### config.mk
export PLATFORM = sky130hd
export DESIGN_NAME = m4au_ram
export DESIGN_NICKNAME = d
export VERILOG_FILES = /design/src/sv/m4au_ram.sv
export SDC_FILE = /design/constraint.sdc
export NUM_CORES = 1
export LEC_CHECK = 0
export BUFFER_PORTS_ARGS = -buffer_cell sky130_fd_sc_hd__buf_4
export CORE_UTILIZATION = 58
export CTS_BUF_LIST = sky130_fd_sc_hd__clkbuf_4
export CTS_CLUSTER_DIAMETER = 30
export DETAILED_ROUTE_END_ITERATION = 7
export PLACE_DENSITY = 0.83
export SLEW_MARGIN = 25
export SYNTH_ARGS = -nofsm -noshare
export SYNTH_HDL_FRONTEND = slang
export SYNTH_SLANG_ARGS = --single-unit
### constraint.sdc
create_clock -name clk_i -period 3.3 [get_ports clk_i]
set_clock_uncertainty 0.2 [all_clocks]
set_input_delay 0.165 -clock clk_i [delete_from_list [all_inputs] [get_ports clk_i]]
set_output_delay 0.165 -clock clk_i [all_outputs]
set_load 0.01 [all_outputs]
### src/sv/m4au_ram.sv
// Generic single-write, single-read RAM with registered read data.
module m4au_ram #(
  parameter int WIDTH = 32,
  parameter int DEPTH = 16
) (
  input  logic                     clk_i,
  input  logic                     we_i,
  input  logic [$clog2(DEPTH)-1:0] waddr_i,
  input  logic [WIDTH-1:0]         wdata_i,
  input  logic [$clog2(DEPTH)-1:0] raddr_i,
  output logic [WIDTH-1:0]         rdata_o
);

  logic [WIDTH-1:0] mem_q [DEPTH];
  logic [WIDTH-1:0] rdata_q;

  // Write port and registered read port
  always_ff @(posedge clk_i) begin
    if (we_i) begin
      mem_q[waddr_i] <= wdata_i;
    end
    rdata_q <= mem_q[raddr_i];
  end

  assign rdata_o = rdata_q;

endmodule

==> results of run 1 <==
## logic make-up after synthesis
kind of cell	count (synthesis)	share of synthesized area
simple gates	59	0.0127
compound gates	64	0.0242
buf+inv	43	0.0112
flops	544	0.807
mux	128	0.145
## worst register-to-register path: cells and delay by family, from the launching register on
kind                   cells  cell delay [ns]
buffers and inverters      2             1.15
multiplexers               1             0.46
flip-flops                 1             0.39
AO/OA/AOI/OAI              1             0.18
AND/OR/NAND/NOR            1             0.06
## per-layer routing
metal | up-vias | global-route usage | routed length, um
met5 | - | 0 | 0
met4 | 0 | 0.105 | 1100
met3 | 74 | 0.0585 | 3100
met2 | 491 | 0.410 | 21800
met1 | 5164 | 0.311 | 15300
li1 | 4234 | - | -
## placed cells by master (no fill, tap or decap), drive strengths merged, types with 2 or more instances in the layout
master,count
nor3,4
dlygate4sd3,85
nor2b,2
clkinv,15
clkbuf,205
dfxtp,32
nand3b,2
edfxtp,512
nand2,33
mux4,128
nand2b,2
a22oi,64
clkinvlp,2
buf,105
inv,5
nor2,13
## cell type report
type | count | area (sq um) | share of cell area
Sequential cell | 544 | 16000 | 0.674
Clock inverter | 23 | 121 | 0.00511
Antenna cell | 1 | 2.50 | 0.000105
Clock buffer | 204 | 1530 | 0.0644
Multi-Input combinational cell | 251 | 3760 | 0.158
Timing Repair Buffer | 191 | 1790 | 0.0751
Tap cell | 448 | 561 | 0.0236
## worst max path at each step
stage / start / end / slack [ns]
6_report: raddr_i[0] / rdata_o[30] / 0.52
5_1_grt: raddr_i[0] / rdata_o[30] / 0.46
4_1_cts: raddr_i[0] / rdata_o[30] / 0.61
3_5_place_dp: waddr_i[2] / mem_q[1][27] / 1.10
3_3_place_gp: raddr_i[1] / rdata_o[24] / 1.12
2_1_floorplan: waddr_i[2] / mem_q[8][0] / 0.06
## sequential cells by signal (all words and copies together), names as in the netlist
name and count:
rdata_o 32, mem_q 512
## power breakdown
| part | switching [mW] | internal, mW |
|---|---|---|
| Combinational | 0.426 | 0.391 |
| Clock | 2.47 | 2.88 |
| Sequential | 0.0535 | 7.72 |
| Total | 2.95 | 11.0 |
## timing repair
action / 4_1_cts / 5_1_grt
endpoints found under the hold margin: 722 / 0
setup buffers: 0 / 0
hold buffers: 86 / 0
==> impl_metrics.env, run 1 <==
export IMPL_grt_setup_unrepaired="no"
export IMPL_holdCritPathClass="input pin to register"
export IMPL_hold_viol_final=0
export IMPL_crit_path_cell_trace="dlygate4sd3_1 > clkbuf_8 > buf_12 > mux4_2 > a22oi_1 > dlygate4sd3_1 > nand2_1 > dlygate4sd3_1"
export IMPL_synth_top_flop_cell="sky130_fd_sc_hd__edfxtp_1"
export IMPL_pwr_density_cell_nw_per_um2=586
export IMPL_drv_cap=0
export IMPL_drc_violations=0
export IMPL_die_h_um=187
export IMPL_synth_cell_type_count=18
export IMPL_clock_latency_ns=0.80
export IMPL_worst_path_buf_inv=5
export IMPL_synth_largest_area_cell="sky130_fd_sc_hd__edfxtp_1"
export IMPL_final_cell_area_sq_um=23800
export IMPL_clk_slew_on_worst_s_h_paths_ns=0.06
export IMPL_synth_net_count=880
export IMPL_irDropWorstVdd_mv=0.283
export IMPL_cts_buffer_depth=3
export IMPL_top_level_ports=74
export IMPL_fp_dieArea_sq_um=35000
export IMPL_worstPathArrival_ns=3.26
export IMPL_post_route_cells_drive_above_1_share=0.386
export IMPL_cts_root_buf="sky130_fd_sc_hd__clkbuf_4"
export IMPL_crit_path_max_incr_delay_ns=0.58
export IMPL_relSlewSlack=0.303
export IMPL_synth_edff_count=512
export IMPL_cp_top_family="buffers and inverters"
export IMPL_holdPathStages=2
export IMPL_cp_end_kind="register"
export IMPL_vias=9963
export IMPL_ctsHtreeMaxLevel=4
export IMPL_antenna_violations_before_repair=1
export IMPL_synth_cells_most_frequent="512 x sky130_fd_sc_hd__edfxtp_1, 128 x sky130_fd_sc_hd__mux4_2, 64 x sky130_fd_sc_hd__a22oi_1"
export IMPL_hold_path_start="wdata_i[16]"
export IMPL_whs_ns=0.0683
export IMPL_clkSinkCount=544
export IMPL_crit_top_cell="sky130_fd_sc_hd__dlygate4sd3_1"
export IMPL_io_buffer_count=73
export IMPL_timing_reg2reg_setup_slack_ns=0.75
export IMPL_drv_slew=0
export IMPL_final_critical_path_setup_slack_ns=0.520
export IMPL_place_congestion=0.747
export IMPL_worst_r2r_path_depth=5
export IMPL_routedWlPerCell_um=24.9
export IMPL_dpl_instance_area_sq_um=21200
export IMPL_placement_setup_worst_slack_ns=1.10
export IMPL_setup_viol=0
export IMPL_synth_top_area_frac=0.774
export IMPL_postCtsResizedCells=0
export IMPL_startpoint_type="input pin"
export IMPL_synthMostInstantiatedCell="sky130_fd_sc_hd__edfxtp_1"
export IMPL_fillers=1925
export IMPL_power_total_mw=13.9
export IMPL_status="completed"
export IMPL_route_final_wire_length_um=41300
export IMPL_min_period_ns=2.78
export IMPL_final_nets=1164
export IMPL_initial_utilization=0.591
export IMPL_min_delay_worst_endpoint="mem_q[6][16]"
export IMPL_tritoncts_num_buffers=134
export IMPL_postSynth_asyncResetShare=0
export IMPL_grt_first_pass_wirelength_um=61800
export IMPL_layoutNonFillerInstCount=1662
export IMPL_via_per_inst=5.99
export IMPL_drt_iter0_drc=908
export IMPL_dpl_cell_count=1347
export IMPL_timing_rr_end="rdata_o[30]"
export IMPL_std_cell_core_area_sq_um=33600
export IMPL_setup_tns_ns=0
export IMPL_tritoncts="done"
export IMPL_syn_cell_area_sq_um=19900
export IMPL_tightestPinTransition_ns=1.04
export IMPL_vias_in_the_first_global_route=10600
export IMPL_area_growth_syn_to_layout_pct=19.7
export IMPL_critPathKind="input pin to register"
export IMPL_worstPathMaxFanout=30
export IMPL_post_synth_main_area_contributors="sky130_fd_sc_hd__edfxtp_1 77%, sky130_fd_sc_hd__mux4_2 15%, sky130_fd_sc_hd__dfxtp_1 3.2%"
export IMPL_synth_ff_latch_count=544
export IMPL_gr_total_overflow=0
export IMPL_antenna_violating_nets_post_route=0
export IMPL_utilization=0.707
export IMPL_placementRows=67
export IMPL_die_w_um=187
export IMPL_syn_area_per_cell_sq_um=23.7
export IMPL_final_min_period_over_clock_period=0.842
export IMPL_yosysWarnings=0
export IMPL_cp_data_required_time_ns=3.78
export IMPL_post_dp_hpwl_um=22100
export IMPL_syn_instance_count=838
export IMPL_cp_depth=8
export IMPL_maximum_number_of_pins_on_one_net_before_global_route_repair=40
export IMPL_clock_fmax_mhz=360
export IMPL_synth_yosys_seq_area_share=0.807
export IMPL_cpMaxStageDelayCell="sky130_fd_sc_hd__dlygate4sd3_1"
export IMPL_worstReg2RegStart="mem_q[0][30]"
export IMPL_drt_pre_antenna_iters=5
export IMPL_leakage_nw=7.95
export IMPL_grt_total_usage=0.245
Note: power is estimated with default switching activity, not from simulation.
==> inputs of run 2 (changes only) <==
- CORE_UTILIZATION: 58 -> 60
- clock period: 3.3 -> 2.65 ns (I/O delays scaled with it)
==> impl_metrics.env, run 2 (same netlist as run 1, synthesis figures left out) <==
export IMPL_status="completed"
export IMPL_area_growth_syn_to_layout_pct=20.9
export IMPL_drt_iter0_drc=1293
export IMPL_route_final_wire_length_um=45800
export IMPL_drc_violations=0
export IMPL_placementRows=66
export IMPL_ctsHtreeMaxLevel=4
export IMPL_cp_depth=7
export IMPL_flip_flop_count_of_the_largest_register_after_layout=512
export IMPL_startpoint_type="input pin"
export IMPL_postCtsResizedCells=0
export IMPL_gr_total_overflow=0
export IMPL_timing_reg2reg_setup_slack_ns=0.50
export IMPL_relSlewSlack=0.518
export IMPL_worst_r2r_path_depth=4
export IMPL_io_buffer_count=73
export IMPL_worst_path_buf_inv=4
export IMPL_pwr_density_cell_nw_per_um2=748
export IMPL_setup_viol=0
export IMPL_layout_area_seq_sq_um=16000
export IMPL_antenna_violations_before_repair=2
export IMPL_top_level_ports=74
export IMPL_holdCritPathClass="input pin to register"
export IMPL_grt_first_pass_wirelength_um=67400
export IMPL_fillers=1787
export IMPL_cts_buffer_depth=3
export IMPL_crit_path_max_incr_delay_ns=0.59
export IMPL_via_per_inst=6.23
export IMPL_vias=10400
export IMPL_drv_slew=0
export IMPL_critPathKind="input pin to register"
export IMPL_critical_path_endpoint="rdata_o[21]"
export IMPL_min_period_ns=2.39
export IMPL_tightestPinTransition_ns=0.722
export IMPL_initial_utilization=0.610
export IMPL_std_cell_core_area_sq_um=32500
export IMPL_number_of_buffers_inserted_by_post_cts_setup_repair=0
export IMPL_top_register="mem_q"
export IMPL_final_min_period_over_clock_period=0.900
export IMPL_irDropWorstVdd_mv=0.377
export IMPL_mostFrequentLayoutCells="512 x sky130_fd_sc_hd__edfxtp_1, 205 x sky130_fd_sc_hd__clkbuf_4, 128 x sky130_fd_sc_hd__mux4_2"
export IMPL_die_w_um=184
export IMPL_clock_latency_ns=0.81
export IMPL_leakage_nw=8.04
export IMPL_place_congestion=0.747
export IMPL_antenna_violating_nets_post_route=0
export IMPL_worstReg2RegStart="mem_q[8][21]"
export IMPL_cp_top_family="buffers and inverters"
export IMPL_grt_total_usage=0.283
export IMPL_clk_slew_on_worst_s_h_paths_ns=0.07
export IMPL_final_nets=1163
export IMPL_crit_top_cell="sky130_fd_sc_hd__dlygate4sd3_1"
export IMPL_vias_in_the_first_global_route=11100
export IMPL_grt_setup_unrepaired="no"
export IMPL_cp_end_kind="register"
export IMPL_drt_pre_antenna_iters=5
export IMPL_clock_fmax_mhz=419
export IMPL_startpoint="raddr_i[0]"
export IMPL_timing_rr_end="rdata_o[21]"
export IMPL_maximum_number_of_pins_on_one_net_before_global_route_repair=41
export IMPL_tritoncts_num_buffers=131
export IMPL_cts_root_buf="sky130_fd_sc_hd__clkbuf_4"
export IMPL_utilization=0.738
export IMPL_post_route_cells_drive_above_1_share=0.392
export IMPL_cp_data_required_time_ns=3.15
export IMPL_worstPathArrival_ns=2.89
export IMPL_multi_input_comb_area_sq_um=3770
export IMPL_drv_cap=0
export IMPL_tritoncts="done"
export IMPL_mostFrequentLayoutCell="sky130_fd_sc_hd__edfxtp_1"
export IMPL_hold_viol_final=0
export IMPL_worstPathMaxFanout=30
export IMPL_cpMaxStageDelayCell="sky130_fd_sc_hd__dlygate4sd3_1"
export IMPL_setup_tns_ns=0
export IMPL_crit_path_cell_trace="dlygate4sd3_1 > clkbuf_8 > buf_12 > mux4_2 > a22oi_1 > dlygate4sd3_1 > nand2_1"
export IMPL_post_dp_hpwl_um=21600
export IMPL_routedWlPerCell_um=27.5
export IMPL_die_h_um=184
export IMPL_fp_dieArea_sq_um=33800
export IMPL_clkSinkCount=544
==> run 2: cell types whose count changed in the layout (fill, tap and decap cells not counted), sizes merged <==
cell,change
buf,+4
diode,+1
bufinv,+3
inv,-2
clkinv,+2
dlygate4sd3,-2
clkinvlp,+2
clkbuf,+1
==> run 2: how the worst min path moves through the flow <==
stage                      startpoint       endpoint  depth (start not counted)
after detailed placement  wdata_i[17]   mem_q[2][17]                          1
after floorplan            wdata_i[0]    mem_q[0][0]                          0
final                     wdata_i[11]  mem_q[12][11]                          2
after global placement    wdata_i[31]   mem_q[6][31]                          1
after global routing       wdata_i[7]    mem_q[7][7]                          2
after CTS                 wdata_i[11]  mem_q[12][11]                          2
==> run 2: worst register-to-register path: cells and delay by family (launching register included) <==
kind / cells / cell delay [ns]
AOI/OAI and AO/OA: 1 / 0.24
and+or+nand+nor: 1 / 0.06
DFF: 1 / 0.42
muxes: 1 / 0.53
buffers and inverters: 1 / 0.59
==> run 2: layout make-up <==
cell class | instances | area share
Tap cell | 442 | 0.0230
Clock buffer | 205 | 0.0641
Antenna cell | 2 | 0.000208
Sequential cell | 544 | 0.667
Clock inverter | 28 | 0.00990
Multi-Input combinational cell | 251 | 0.157
Timing Repair Buffer | 193 | 0.0786
==> run 2: stage by stage <==
| stage | cells | hold slack (ns) | instance area (sq um) | total power [mW] | setup slack [ns] |
|---|---|---|---|---|---|
| 3_5_place_dp | 1347 | 0.229 | 21400 | 10.8 | 0.632 |
| 4_1_cts | 1663 | 0.000815 | 24000 | 18.0 | 0.0481 |
| 3_3_place_gp | 1347 | 0.221 | 21400 | 10.8 | 0.666 |
| 2_1_floorplan | 838 | 0.0314 | 19900 | 10.3 | 0.00947 |
| 5_1_grt | 1665 | 0.00282 | 24000 | 18.6 | 0.226 |
| 6_report | 1665 | 0.0234 | 24000 | 18.0 | 0.265 |
==> run 2: power breakdown <==
part	switching, mW	total (mW)	internal [mW]
clock network	3.29	7.21	3.92
logic	0.554	1.05	0.497
registers	0.0812	9.70	9.61
total	3.93	18.0	14.0
==> run 2: layer usage <==
metal / wire (um) / up-vias / GRT usage
met1: 16400 / 5287 / 0.380
li1: - / 4226 / -
met2: 23100 / 750 / 0.452
met5: 0 / - / 0
met4: 1280 / 0 / 0.117
met3: 4950 / 116 / 0.0707
==> run 2: timing repair <==
item	in CTS	in global routing
endpoints found under the hold margin	774	12
endpoints found under the setup margin	0	1
hold buffers	83	1
